`config.mk`:
```
export PLATFORM = sky130hd
export DESIGN_NAME = vrfl_queue
export DESIGN_NICKNAME = d
export VERILOG_FILES = /design/src/design/vrfl_pkg.sv /design/src/design/vrfl_queue.sv
export SDC_FILE = /design/constraint.sdc
export NUM_CORES = 1
export LEC_CHECK = 0
export BUFFER_PORTS_ARGS = -buffer_cell sky130_fd_sc_hd__buf_2
export CAP_MARGIN = 25
export CORE_MARGIN = 2
export CORE_UTILIZATION = 59
export CTS_BUF_LIST = sky130_fd_sc_hd__clkbuf_2
export CTS_CLUSTER_DIAMETER = 30
export CTS_CLUSTER_SIZE = 24
export DETAILED_ROUTE_END_ITERATION = 10
export PLACE_DENSITY_LB_ADDON = 0.1
export SLEW_MARGIN = 10
export SYNTH_ARGS = -nofsm -noshare
export SYNTH_HDL_FRONTEND = slang
export SYNTH_SLANG_ARGS = --single-unit
```
`constraint.sdc`:
```
create_clock -name clk -period 4.6 [get_ports clk]
set_input_delay 0.46 -clock clk [delete_from_list [all_inputs] [get_ports clk]]
set_output_delay 0.46 -clock clk [all_outputs]
set_load 0.01 [all_outputs]
```
`src/design/vrfl_pkg.sv`:
```
// ---------------------------------------------------------------------------
// vrfl_pkg
// Shared types, request codes and helpers of the rectangle fill/copy blitter.
// ---------------------------------------------------------------------------
package vrfl_pkg;

	localparam int MEM_COLS_DEF = 1024;
	localparam int MEM_ROWS_DEF = 512;
	localparam int MEM_DIM_MAX  = 4096;
	localparam int DIM_W        = $clog2(MEM_DIM_MAX);
	localparam int QUEUE_DEPTH  = 4;

	localparam logic [2:0] REQ_FILL       = 3'd0;
	localparam logic [2:0] REQ_LOAD_BEGIN = 3'd1;
	localparam logic [2:0] REQ_LOAD_PIXEL = 3'd2;
	localparam logic [2:0] REQ_MOVE       = 3'd3;
	localparam logic [2:0] REQ_READ       = 3'd4;

	typedef enum logic [2:0] {
		OP_NONE,
		OP_FILL,
		OP_MOVE,
		OP_WRITE,
		OP_READ
	} op_t;

	typedef struct packed {
		op_t              op;
		logic [DIM_W-1:0] src_col;
		logic [DIM_W-1:0] src_row;
		logic [DIM_W-1:0] dst_col;
		logic [DIM_W-1:0] dst_row;
		logic [10:0]      width;
		logic [9:0]       height;
		logic [15:0]      data;
		logic             load_open;
		logic             stray;
	} entry_t;

	// reduce a coordinate below 2^10 modulo m (m >= 16) by binary long division
	function automatic logic [DIM_W-1:0] wrap_coord(input logic [DIM_W-1:0] v,
	                                                input logic [DIM_W:0]   m);
		logic [DIM_W+7:0] acc;
		logic [DIM_W+7:0] step;
		acc = {8'b0, v};
		for (int k = 6; k >= 0; k--) begin
			step = {7'b0, m} << k;
			if (acc >= step) begin
				acc = acc - step;
			end
		end
		return acc[DIM_W-1:0];
	endfunction

	function automatic logic [15:0] pack_rgb(input logic [7:0] r, input logic [7:0] g,
	                                         input logic [7:0] b);
		return {1'b0, b[7:3], g[7:3], r[7:3]};
	endfunction

endpackage

```
`src/design/vrfl_queue.sv`:
```
// ---------------------------------------------------------------------------
// vrfl_queue
// Small register queue of classified commands between front and back.
// ---------------------------------------------------------------------------
module vrfl_queue (
	input  logic             clk,
	input  logic             arst_n,
	input  logic             push,
	input  vrfl_pkg::entry_t push_entry,
	input  logic             pop,
	output vrfl_pkg::entry_t head,
	output logic             full,
	output logic             empty
);

	localparam int D    = vrfl_pkg::QUEUE_DEPTH;
	localparam int PW   = $clog2(D);
	localparam int CNTW = $clog2(D + 1);

	vrfl_pkg::entry_t entries_q [D];
	logic [PW-1:0]   wr_ptr_q, rd_ptr_q;
	logic [CNTW-1:0] count_q;

	assign full  = (count_q == CNTW'(D));
	assign empty = (count_q == '0);
	assign head  = entries_q[rd_ptr_q];

	always_ff @(posedge clk) begin
		if (push) begin
			entries_q[wr_ptr_q] <= push_entry;
		end
	end

	always_ff @(posedge clk or negedge arst_n) begin
		if (!arst_n) begin
			wr_ptr_q <= '0;
			rd_ptr_q <= '0;
			count_q  <= '0;
		end else begin
			if (push) begin
				wr_ptr_q <= (wr_ptr_q == PW'(D - 1)) ? '0 : wr_ptr_q + 1'b1;
			end
			if (pop) begin
				rd_ptr_q <= (rd_ptr_q == PW'(D - 1)) ? '0 : rd_ptr_q + 1'b1;
			end
			if (push && !pop) begin
				count_q <= count_q + 1'b1;
			end else if (pop && !push) begin
				count_q <= count_q - 1'b1;
			end
		end
	end

endmodule

```
* Word-level counts from Yosys, hierarchy flattened
Memories as Yosys holds them, arrays and structs flattened. Cells that the tools add are included.
Word-level totals: logic and storage cells 23, memories 1, RAM bits 360, bits of input ports 94, bits in registers 7, output and inout port bits 92
Memories:
- entries_q | words 4, bits a word 90, read ports 1, clocked after memory_dff 0, write ports 1, RTL line vrfl_queue.sv:20 | vrfl_pkg::entry_t entries_q [D];
Cells by class: reduce and logical (&&, ||, !) cells 6, equality and inequality tests 3, muxes and demuxes 6, $add $sub $neg 4
Operators with widths (count):
- 2-to-1 mux 3 bit | 2
- adder 2 x 1 -> 2 bit (second input constant) | 2
- equality test 2 bit (second input constant) | 2
- 2-to-1 mux 2 bit | 2
- adder 3 x 1 -> 3 bit (second input constant) | 1
- equality test 3 bit (second input constant) | 1
- logical NOT 3 bit | 1
- subtractor 3 x 1 -> 3 bit (second input constant) | 1
- logical AND 1 bit | 2
- logical NOT 1 bit | 2
- 2-to-1 mux 1 bit | 2
- nonzero test 2 bit | 1

* Depth between registers and ports, before layout
word-level depth 4, mapped depth 7, gate-level depth less buffers 7

* Worst setup path before layout
OpenSTA, ideal clock, no wires.
path type register to register, from register wr_ptr_q[0], to memory entries_q[2][0] (netlist bit) (enable), path buffers 0, clock period less this slack 3169 ps, arrival time 2711 ps, cell stages (with the launch flop) 4, required time 4142 ps, setup slack 1431 ps, setup time 458 ps, cells stage by stage dfrtp_1 -> inv_1 -> ha_1 -> and2_1
RTL lines:
- from (decl) | RTL line vrfl_queue.sv:21 | logic [PW-1:0] wr_ptr_q, rd_ptr_q;
- from (signal assigned) | RTL line vrfl_queue.sv:41 | wr_ptr_q <= (wr_ptr_q == PW'(D - 1)) ? '0 : wr_ptr_q + 1'b1;
- to (decl) | RTL line vrfl_queue.sv:20
Straight into the memory's write port.

==> results.cfg <==
[run_status]
status = complete, no violations

[place]
dp_hpwl_um = 13700
dp.cells = 964
io_buffers = 185
gp_congestion = 0.703
place_ws_ns = 1.90

[timing]
rsz0062_at_grt = false
worst_pin_slew_ns = 1.04
fmax_mhz = 282
hold_viol = 0
tns_ns = 0
setup_viol = 0
min_period_ns = 3.55
fin_skew_ns = 0.0516
slew_headroom = 0.306
final_max_slew_viol_count = 0
timing.final.ws_setup_ns = 1.05
fin_crit_sh = 0.771

[layout]
area_delta_synth_final_pct = 22.9
final_cell_mix = edfxtp_1 (360), buf_2 (185), dlygate4sd3_1 (94)
final_util = 0.732
mostFrequentLayoutCell = edfxtp_1
fin_cells = 1175
nets = 940
fill_cells = 1326
drive_gt1_frac = 0.453

[floorplan]
coreArea_mm2 = 0.0225
die_width_um = 155
io_pins = 186
row_count = 55
die_area_mm2 = 0.0239
start_util = 0.596
die_h_um = 155

[setup_path]
worstPathArrival_ns = 3.09
slowest_stage = dfrtp_4
critPathMaxStageDelay_ns = 1.12
path_cells = buf_4 > mux4_2 > buf_2
cp-startpoint = rd_ptr_q[1]
worstPathMaxFanout = 66
cp_data_required_time_ns = 4.14
start_kind = flop
regToRegStartpoint = wr_ptr_q[0]
r2r_setup_slack_ns = 2.23
worstSetupEndpoint = head[24]
end_kind = output pin
r2r_end = entries_q[3][3]
rr_worst_depth = 3
worstSetupPathType = flop to output pin

[power]
clockPowerShare = 0.233
peakVddDrop_mv = 0.336
p_int_mw = 6.54
pwr-share-comb = 0.276
p_sw_mw = 2.90
leakage_nw = 5.76
swShare = 0.307
p_seq_frac = 0.491
powerDensity_mw_per_mm2 = 573

[cts]
cts_setup_buffers = 0
cts_max_path_buffers = 3
htree_levels = 2
cts.sinks = 367
cts.repair.resized = 0
cts_tree = yes
clk_pin_slew_ns = 0.19
clkLatencyLatePin_ns = 0.85
cts_root_buffer = clkbuf_2
numCtsBuffers = 61

[global_routing]
grt_overflow = 0
grt_usage = 0.207
grt_pass1_wl_um = 37600
antenna_found_initial = 1
grt_pass1_vias = 7081
grt_max_degree = 68

[route]
avgViaCountPerCell = 5.50
antenna_left = 0
vias = 6463
drt_wl_total_um = 24400
wire_per_inst_um = 20.8
drt_iter0_markers = 363
post-route-drc-count = 0
firstDrtPassIters = 4

[hold_path]
hold_start = push_entry[48]
hp-class = input port to flop

[logic_synthesis]
synth_seq_cells = 367
synth.distinct_cells = 18
syn_nets = 608
synth_area_mm2 = 0.0134
postSynthCellCount = 507
ys_warn_count = 0
synth-seq-area-share = 0.819
synth_area_per_cell_um2 = 26.4

[job]
cap_violations = 0
## worst max-delay path: cells and delay by family, from the launching register on
| kind | cells | cell delay, ns |
|---|---|---|
| DFF | 1 | 1.12 |
| buffers and inverters | 2 | 0.68 |
| muxes | 1 | 0.40 |
## layout make-up
type	instances	area, µm²	share of cell area
Antenna cell	1	2.50	0.000152
Tap cell	285	357	0.0216
Timing Repair Buffer	289	2010	0.122
Inverter	4	15.0	0.000911
Multi-Input combinational cell	116	2260	0.137
Clock inverter	48	515	0.0313
Sequential cell	367	11000	0.667
Clock buffer	65	325	0.0197
## Yosys cell counts, drive strengths merged
cell type | count | area, µm²
inv | 4 | 15.0
nand2 | 2 | 7.51
mux2 | 3 | 33.8
and2 | 4 | 25.0
nor3b | 1 | 7.51
fa | 1 | 20.0
xnor2 | 1 | 8.76
o21ai | 2 | 10.0
nor2 | 3 | 11.3
edfxtp | 360 | 10800
mux4 | 90 | 2030
ha | 6 | 75.1
buf | 20 | 159
nor3 | 1 | 5.00
dfrtp | 7 | 175
xor2 | 2 | 17.5
## sequential cells by signal, indices dropped and copies added (netlist names)
name	cells
count_q	3
rd_ptr_q	2
wr_ptr_q	2
entries_q	360
## power groups by stage
stage                     clock, mW  sequential [mW]  combinational [mW]
after floorplan                   0             4.48                1.88
after global placement            0             4.70                2.51
after detailed placement          0             4.74                2.55
after CTS                      2.26             4.66                2.62
after global routing           2.41             4.71                2.79
final                          2.19             4.64                2.61
## worst min-delay path by stage
stage / cells past startpoint / slack [ns] / endpoint
after floorplan: 0 / 0.16 / count_q[0]
after global placement: 1 / 0.30 / count_q[1]
after detailed placement: 1 / 0.30 / count_q[0]
after CTS: 2 / 0.21 / entries_q[1][63]
after global routing: 2 / 0.22 / entries_q[1][70]
final: 2 / 0.31 / entries_q[3][48]
## what timing repair did
action | CTS | global route
endpoints found under the setup margin | 0 | 0
hold buffers | 94 | 0
hold endpoints to repair | 372 | 0
## per-stage QoR
stage	total power [mW]	cell area, µm²	hold WS, ns
6_report	9.44	16500	0.309
5_1_grt	9.91	16500	0.221
4_1_cts	9.54	16400	0.211
3_5_place_dp	7.29	14600	0.305
3_3_place_gp	7.21	14600	0.299
2_1_floorplan	6.36	13400	0.164
## logic make-up (layout without fill, tap and decap cells)
family,Yosys count,in the layout,synth area share
adders and majority gates,7,7,0.00709
other,0,1,0
buffers and inverters,24,406,0.0130
muxes,93,93,0.154
AOI/OAI and AO/OA,2,2,0.000747
DFF,367,367,0.819
and+or+nand+nor,11,11,0.00420
xor gates and xnor gates,3,3,0.00196
## per-layer routing
metal | vias up | wire length, µm | global-route usage
li1 | 2894 | - | -
met1 | 3307 | 9810 | 0.268
met2 | 224 | 12600 | 0.354
met3 | 38 | 1420 | 0.0488
met4 | 0 | 522 | 0.0705
met5 | - | 0 | 0
Note: power is estimated with default switching activity, not from simulation.
