### src/design/vrfl_pkg.sv
// ---------------------------------------------------------------------------
// vrfl_pkg
// Shared types, request codes and helpers of the rectangle fill/copy blitter.
// ---------------------------------------------------------------------------
package vrfl_pkg;

	localparam int MEM_COLS_DEF = 1024;
	localparam int MEM_ROWS_DEF = 512;
	localparam int MEM_DIM_MAX  = 4096;
	localparam int DIM_W        = $clog2(MEM_DIM_MAX);
	localparam int QUEUE_DEPTH  = 4;

	localparam logic [2:0] REQ_FILL       = 3'd0;
	localparam logic [2:0] REQ_LOAD_BEGIN = 3'd1;
	localparam logic [2:0] REQ_LOAD_PIXEL = 3'd2;
	localparam logic [2:0] REQ_MOVE       = 3'd3;
	localparam logic [2:0] REQ_READ       = 3'd4;

	typedef enum logic [2:0] {
		OP_NONE,
		OP_FILL,
		OP_MOVE,
		OP_WRITE,
		OP_READ
	} op_t;

	typedef struct packed {
		op_t              op;
		logic [DIM_W-1:0] src_col;
		logic [DIM_W-1:0] src_row;
		logic [DIM_W-1:0] dst_col;
		logic [DIM_W-1:0] dst_row;
		logic [10:0]      width;
		logic [9:0]       height;
		logic [15:0]      data;
		logic             load_open;
		logic             stray;
	} entry_t;

	// reduce a coordinate below 2^10 modulo m (m >= 16) by binary long division
	function automatic logic [DIM_W-1:0] wrap_coord(input logic [DIM_W-1:0] v,
	                                                input logic [DIM_W:0]   m);
		logic [DIM_W+7:0] acc;
		logic [DIM_W+7:0] step;
		acc = {8'b0, v};
		for (int k = 6; k >= 0; k--) begin
			step = {7'b0, m} << k;
			if (acc >= step) begin
				acc = acc - step;
			end
		end
		return acc[DIM_W-1:0];
	endfunction

	function automatic logic [15:0] pack_rgb(input logic [7:0] r, input logic [7:0] g,
	                                         input logic [7:0] b);
		return {1'b0, b[7:3], g[7:3], r[7:3]};
	endfunction

endpackage

### src/design/vrfl_front.sv
// ---------------------------------------------------------------------------
// vrfl_front
// Classifies requests, wraps coordinates and tracks the open load rectangle.
// ---------------------------------------------------------------------------
module vrfl_front #(
	parameter int MEM_COLS = vrfl_pkg::MEM_COLS_DEF,
	parameter int MEM_ROWS = vrfl_pkg::MEM_ROWS_DEF
) (
	input  logic             clk,
	input  logic             arst_n,
	input  logic             accept,
	input  logic [2:0]       req_type,
	input  logic [9:0]       x,
	input  logic [8:0]       y,
	input  logic [10:0]      width,
	input  logic [9:0]       height,
	input  logic [9:0]       dest_x,
	input  logic [8:0]       dest_y,
	input  logic [7:0]       red,
	input  logic [7:0]       green,
	input  logic [7:0]       blue,
	input  logic [15:0]      pixel,
	output vrfl_pkg::entry_t entry
);

	localparam int CW  = $clog2(MEM_COLS);
	localparam int RW  = $clog2(MEM_ROWS);
	localparam int DW  = vrfl_pkg::DIM_W;
	localparam int DW1 = DW + 1;
	localparam logic [DW:0] COLS_V = DW1'(MEM_COLS);
	localparam logic [DW:0] ROWS_V = DW1'(MEM_ROWS);

	logic          load_active_q, act_n;
	logic [CW-1:0] org_col_q, org_col_n;
	logic [CW-1:0] cur_col_q, cur_col_n;
	logic [RW-1:0] cur_row_q, cur_row_n;
	logic [10:0]   span_q, span_n;
	logic [9:0]    rows_q, rows_n;
	logic [9:0]    col_off_q, col_off_n;
	logic [9:0]    row_off_q, row_off_n;

	logic [CW-1:0] x_w, dx_w, col_inc;
	logic [RW-1:0] y_w, dy_w, row_inc;
	logic          col_last, row_last;

	assign x_w  = CW'(vrfl_pkg::wrap_coord(DW'(x), COLS_V));
	assign dx_w = CW'(vrfl_pkg::wrap_coord(DW'(dest_x), COLS_V));
	assign y_w  = RW'(vrfl_pkg::wrap_coord(DW'(y), ROWS_V));
	assign dy_w = RW'(vrfl_pkg::wrap_coord(DW'(dest_y), ROWS_V));

	assign col_inc  = (cur_col_q == CW'(MEM_COLS - 1)) ? '0 : cur_col_q + 1'b1;
	assign row_inc  = (cur_row_q == RW'(MEM_ROWS - 1)) ? '0 : cur_row_q + 1'b1;
	assign col_last = ({1'b0, col_off_q} + 11'd1) >= span_q;
	assign row_last = ({1'b0, row_off_q} + 11'd1) >= {1'b0, rows_q};

	always_comb begin
		act_n     = load_active_q;
		org_col_n = org_col_q;
		cur_col_n = cur_col_q;
		cur_row_n = cur_row_q;
		span_n    = span_q;
		rows_n    = rows_q;
		col_off_n = col_off_q;
		row_off_n = row_off_q;

		entry.op      = vrfl_pkg::OP_NONE;
		entry.src_col = DW'(x_w);
		entry.src_row = DW'(y_w);
		entry.dst_col = DW'(dx_w);
		entry.dst_row = DW'(dy_w);
		entry.width   = width;
		entry.height  = height;
		entry.data    = pixel;
		entry.stray   = 1'b0;

		unique case (req_type)
			vrfl_pkg::REQ_FILL: begin
				entry.op   = vrfl_pkg::OP_FILL;
				entry.data = vrfl_pkg::pack_rgb(red, green, blue);
				act_n      = 1'b0;
			end
			vrfl_pkg::REQ_LOAD_BEGIN: begin
				act_n     = (width != 11'd0) && (height != 10'd0);
				org_col_n = x_w;
				cur_col_n = x_w;
				cur_row_n = y_w;
				span_n    = width;
				rows_n    = height;
				col_off_n = '0;
				row_off_n = '0;
			end
			vrfl_pkg::REQ_LOAD_PIXEL: begin
				if (!load_active_q) begin
					entry.stray = 1'b1;
				end else begin
					entry.op      = vrfl_pkg::OP_WRITE;
					entry.src_col = DW'(cur_col_q);
					entry.src_row = DW'(cur_row_q);
					if (col_last) begin
						col_off_n = '0;
						cur_col_n = org_col_q;
						cur_row_n = row_inc;
						if (row_last) begin
							row_off_n = '0;
							act_n     = 1'b0;
						end else begin
							row_off_n = row_off_q + 1'b1;
						end
					end else begin
						col_off_n = col_off_q + 1'b1;
						cur_col_n = col_inc;
					end
				end
			end
			vrfl_pkg::REQ_MOVE: begin
				entry.op = vrfl_pkg::OP_MOVE;
				act_n    = 1'b0;
			end
			vrfl_pkg::REQ_READ: begin
				entry.op = vrfl_pkg::OP_READ;
			end
			default: begin
			end
		endcase

		entry.load_open = act_n;
	end

	always_ff @(posedge clk or negedge arst_n) begin
		if (!arst_n) begin
			load_active_q <= 1'b0;
			org_col_q     <= '0;
			cur_col_q     <= '0;
			cur_row_q     <= '0;
			span_q        <= '0;
			rows_q        <= '0;
			col_off_q     <= '0;
			row_off_q     <= '0;
		end else if (accept) begin
			load_active_q <= act_n;
			org_col_q     <= org_col_n;
			cur_col_q     <= cur_col_n;
			cur_row_q     <= cur_row_n;
			span_q        <= span_n;
			rows_q        <= rows_n;
			col_off_q     <= col_off_n;
			row_off_q     <= row_off_n;
		end
	end

endmodule

### config.mk
export PLATFORM = sky130hd
export DESIGN_NAME = vrfl_front
export DESIGN_NICKNAME = d
export VERILOG_FILES = /design/src/design/vrfl_pkg.sv /design/src/design/vrfl_front.sv
export SDC_FILE = /design/constraint.sdc
export NUM_CORES = 1
export LEC_CHECK = 0
export ABC_CLOCK_PERIOD_IN_PS = 3600
export BUFFER_PORTS_ARGS = -buffer_cell sky130_fd_sc_hd__buf_2
export CORE_UTILIZATION = 30
export DETAILED_ROUTE_END_ITERATION = 10
export SYNTH_ARGS = -nofsm -noshare
export SYNTH_HDL_FRONTEND = slang
export SYNTH_SLANG_ARGS = --single-unit
### constraint.sdc
create_clock -name clk -period 3.6 [get_ports clk]
set_input_delay 0.18 -clock clk [delete_from_list [all_inputs] [get_ports clk]]
set_output_delay 0.18 -clock clk [all_outputs]
set_load 0.1 [all_outputs]
# Word level (Yosys, flattened, before mapping)
# Index checks and enable logic that the tools add are counted.
# Widths: inputs -> output; s select.
dict set report word_totals {
  in_bits 105
  register_bits 71
  word_cells 58
}
dict set report classes {
  n_lt_le_gt_ge 2
  n_mux 25
  n_reduce_logical 9
  eq_ne 8
  addsub 6
}
# op count
set op_table {}
lappend op_table {{$mux 10} 8}
lappend op_table {{$pmux 10 s2} 3}
lappend op_table {{$add 10x1->10 const B} 3}
lappend op_table {{$mux 9} 3}
lappend op_table {{$mux 26} 1}
lappend op_table {{$mux 24} 1}
lappend op_table {{$add 10x1->11 const B} 2}
lappend op_table {{$pmux 9 s2} 1}
lappend op_table {{$mux 16} 1}
lappend op_table {{$pmux 3 s4} 1}
lappend op_table {{$ge 11x10->1} 1}
lappend op_table {{$ge 11x11->1} 1}
lappend op_table {{$reduce_bool 11->1} 1}
lappend op_table {{$eq 10x10->1 const B} 1}
lappend op_table {{$reduce_bool 10->1} 1}
lappend op_table {{$add 9x1->9 const B} 1}
lappend op_table {{$eq 9x9->1 const B} 1}
lappend op_table {{$eq 3x2->1 const B} 2}
lappend op_table {{$mux 1} 5}
lappend op_table {{$ne 2x2->1 const B} 2}
lappend op_table {{$reduce_and 4->1} 1}
lappend op_table {{$eq 3x1->1 const B} 1}
lappend op_table {{$eq 3x3->1 const B} 1}
lappend op_table {{$logic_not 3->1} 1}
lappend op_table {{other kinds (6)} 6}

# Depth between registers and ports, before layout
dict set report depth {
  depth_word 6
  depth_mapped 15
  ltp_nobuf 13
}

# Worst setup path after synthesis
# No wires, ideal clock.
dict set report synth_path {
  path_kind {register -> register}
  start {reg load_active_q}
  end {reg row_off_q[6]}
  path_slack_ns 0.259
  path_stages_with_launch 7
  required_time_ns 3.508
  arrival_ns 3.249
  period_less_slack_ns 3.341
  path_cell_list {dfrtp_1 > nor3_1 > nand2b_1 > buf_2 > buf_2 > o21ai_1 > o31ai_2}
}
dict set report synth_between {
  elab_chain_len 2
}
# item line
set synth_rtl {}
lappend synth_rtl {{start: declaration} vrfl_front.sv:33} ;# logic load_active_q, act_n;
lappend synth_rtl {{start signal: assignment} vrfl_front.sv:140} ;# load_active_q <= act_n;
lappend synth_rtl {{$ne 2x2->1 (no line)} n/a}
lappend synth_rtl {{$reduce_and 4->1 (no line)} n/a}
lappend synth_rtl {{end signal: assignment} vrfl_front.sv:147} ;# row_off_q <= row_off_n;
lappend synth_rtl {{end: declaration} vrfl_front.sv:40} ;# logic [9:0] row_off_q, row_off_n;
# No other way between the ends.
# A chain may end at the register's enable or synchronous reset.

==> metrics.yaml <==
timing:
  fin_skew_ps: 6.70
  relSlewSlack: 0.319
  worst_pin_slew_ps: 1020
  setup_ws_ps: 226
  drv_slew: 0
  final.min_clock_period_ps: 3370
  rsz0062_at_grt: "false"
  fin_crit_sh: 0.937
  setup_viol: 0
  hold_viol: 0
  fmax_ghz: 0.296
  tns_ps: 0
clock_network:
  clkTransAtPathRegs_ps: 50
  htreeDepth: 3
  cts_buffers: 9
  insertion_delay_ps: 340
  numClockSinks: 71
  cts_root_buf: "clkbuf_16"
  tritoncts: "built"
  clock_path_buffers: 2
global_route:
  grt_start_max_net_pins: 51
  antenna_found_initial: 0
  grt-ovfl-total: 0
  grt.total_usage: 0.143
  grt_pass1_vias: 3914
  grt_pass1_wl_um: 20000
critical_path:
  critPathBufInv: 1
  start_kind: "register"
  worstSetupEndpointType: "output port"
  crit_chain: "and3_1, and3_2, nand3_1, xnor2_1, ha_1, nand3_1, a211o_1, nand4_1, o21ai_0, a41o_1, mux2_2, buf_6"
  crit_top_cell: "nand3_1"
  path_max_fanout: 6
  cp.arrival_ps: 3190
  regToRegSetupSlack_ps: 420
  required_ps: 3420
  critPathKind: "reg2out"
  critPathTopFamily: "simple AND/OR/NAND/NOR gates"
  crit_slowest_cell: "dfrtp_1"
  cp_slowest_stage_delay_ps: 430
logic_synthesis:
  syn_area_um2: 5050
  ys_warn_count: 0
  synthCells: 562
  synth-xor-area-share: 0.0347
  synth-compound-area-share: 0.130
  synthArstFlopShare: 1.00
  synth_cell_types: 54
  synthTopCellsByArea: "dfrtp_1 (35%), mux2_2 (11%), buf_4 (7.9%)"
  synth_top_family_by_area: "simple AND/OR/NAND/NOR gates"
  muxShareOfSynthArea: 0.111
  yosys.area.top_type_share: 0.352
  synth_simple_gate_area_frac: 0.192
  seq_area_frac_synth: 0.352
  synth_fa_ha_area_frac: 0.0645
  ys_ff_latch: 71
  yosysTopAreaCell: "dfrtp_1"
  synth.avg_cell_area_um2: 8.98
  synth-main-ff-cell: "dfrtp_1"
  synth-edff-count: 0
power_and_ir_drop:
  power.leakage_nw: 2.88
  max-vdd-ir-drop_mv: 0.231
  power.density_nw_per_um2: 460
final_layout:
  fillers: 1712
  drive_above_1_share: 0.343
  syn2layout_area_growth_pct: 18.1
  nets: 785
  final_cell_mix: "buf_2 (136), dfrtp_1 (70), nand2_1 (69)"
  diodes: 0
  final_common_cell: "buf_2"
die:
  fp.coreArea_um2: 16500
  ios: 195
  fp-row-count: 47
  fp.dieArea_um2: 17300
  die-height_um: 132
  die_w_um: 132
  start_util: 0.305
place:
  place.gp.congestion: 0.769
  dpl.hpwl_um: 8630
  pre_cts_ws_ps: 348
  port_buffers: 137
detailed_routing:
  drc: 0
  wire_per_inst_um: 13.3
  drt_first_pass_iters: 6
  avgViaCountPerCell: 4.67
  routed-via-count: 4101
  wirelength_um: 11700
  ant_nets: 0
  drt_iter0_markers: 268
run_status:
  outcome: "complete, no violations"
job:
  drv_cap: 0
worst_hold_path:
  holdCritPathClass: "in2async"
## registers in the layout, summed over array words and instances, names as in the netlist
name,flops
row_off_q,10
rows_q,10
span_q,11
cur_col_q,10
org_col_q,10
col_off_q,10
load_active_q,1
cur_row_q,9
## logic make-up (layout without fill, tap and decap cells)
kind of cell	after synthesis	after routing
simple gates	187	187
compound gates	108	108
buf+inv	99	187
flops	71	71
mux	50	50
fa+ha+maj	26	26
xor+xnor	20	20
other cells	1	10
## worst register-to-register path, stage by stage, from the launching register on
cell and delay [ps]:
dfrtp_1 440, ha_2 260, nand3_1 120, nor2_1 220
nand3_1 120, xnor2_1 210, ha_1 280, a21oi_1 160
o21a_1 270, nand3_1 300, buf_4 260, nand3_1 70
a21oi_1 70, a221o_1 260
## per-stage QoR
stage / power, mW / instance area [µm²] / hold WS, ps / utilization / std cells
finish: 2.74 / 5960 / 10.3 / 0.361 / 879
global route: 2.90 / 5960 / 83.4 / 0.361 / 879
CTS: 2.78 / 5930 / 62.9 / 0.359 / 877
floorplan: 1.81 / 5080 / -116 / - / 571
global placement: 1.87 / 5640 / 361 / 0.341 / 861
detailed placement: 1.88 / 5640 / 361 / 0.341 / 861
## final cells by class
type / count / area [µm²] / share of cell area
clock buffers: 14 / 284 / 0.0476
clock inverters: 2 / 12.5 / 0.00210
inverters: 23 / 86.3 / 0.0145
multi-input cells: 401 / 2740 / 0.459
flip-flops and latches: 71 / 1780 / 0.298
well taps: 220 / 275 / 0.0462
repair buffers: 148 / 787 / 0.132
## worst paths after layout
check,to,start,depth (start not counted)
setup / recovery,entry[1],row_off_q[2],12
min in group clk,rows_q[6],height[6],3
setup reg to reg,cur_col_q[1],col_off_q[0],13
max in group asynchronous,cur_col_q[5],arst_n,2
hold / removal,rows_q[3],arst_n,1
hold reg to reg,cur_col_q[5],org_col_q[5],2
## synth_stat cells (2+ instances only)
library cell  number
a21o_1             4
a21oi_1           23
a222oi_1           3
a22oi_1            4
a31oi_1            4
and2_1             2
and2b_1            3
and3_1            16
buf_2              8
buf_4             53
clkbuf_1          15
dfrtp_1           71
ha_1              26
inv_1             23
mux2_2            48
mux2i_1            2
nand2_1           69
nand2b_1          23
nand3_1           27
nand4_1            4
nor2_1            17
nor2b_1            3
nor3_1             3
nor3b_1            4
nor3b_2            2
nor4_1             5
o21ai_0           36
o21ai_1           18
o31ai_1            2
or4_1              2
xnor2_1           12
xor2_1             8
## per-layer routing
metal / GRT usage / wire length [µm]
met1: 0.197 / 5660
met4: 0.0543 / 169
met2: 0.219 / 5250
met5: 0 / 0
met3: 0.0305 / 629
## timing repair
item                                    CTS  global route
pin swaps                                 0             1
buffers inserted                          0             2
resized for setup                         1             6
hold buffers                              0             0
endpoints found under the setup margin    1             6
## power breakdown
| group | internal, mW | total, mW | switching, mW |
|---|---|---|---|
| Combinational | 0.232 | 0.833 | 0.601 |
| Sequential | 0.927 | 1.03 | 0.106 |
| Clock | 0.541 | 0.876 | 0.335 |
Note: power is estimated with default switching activity, not from simulation.
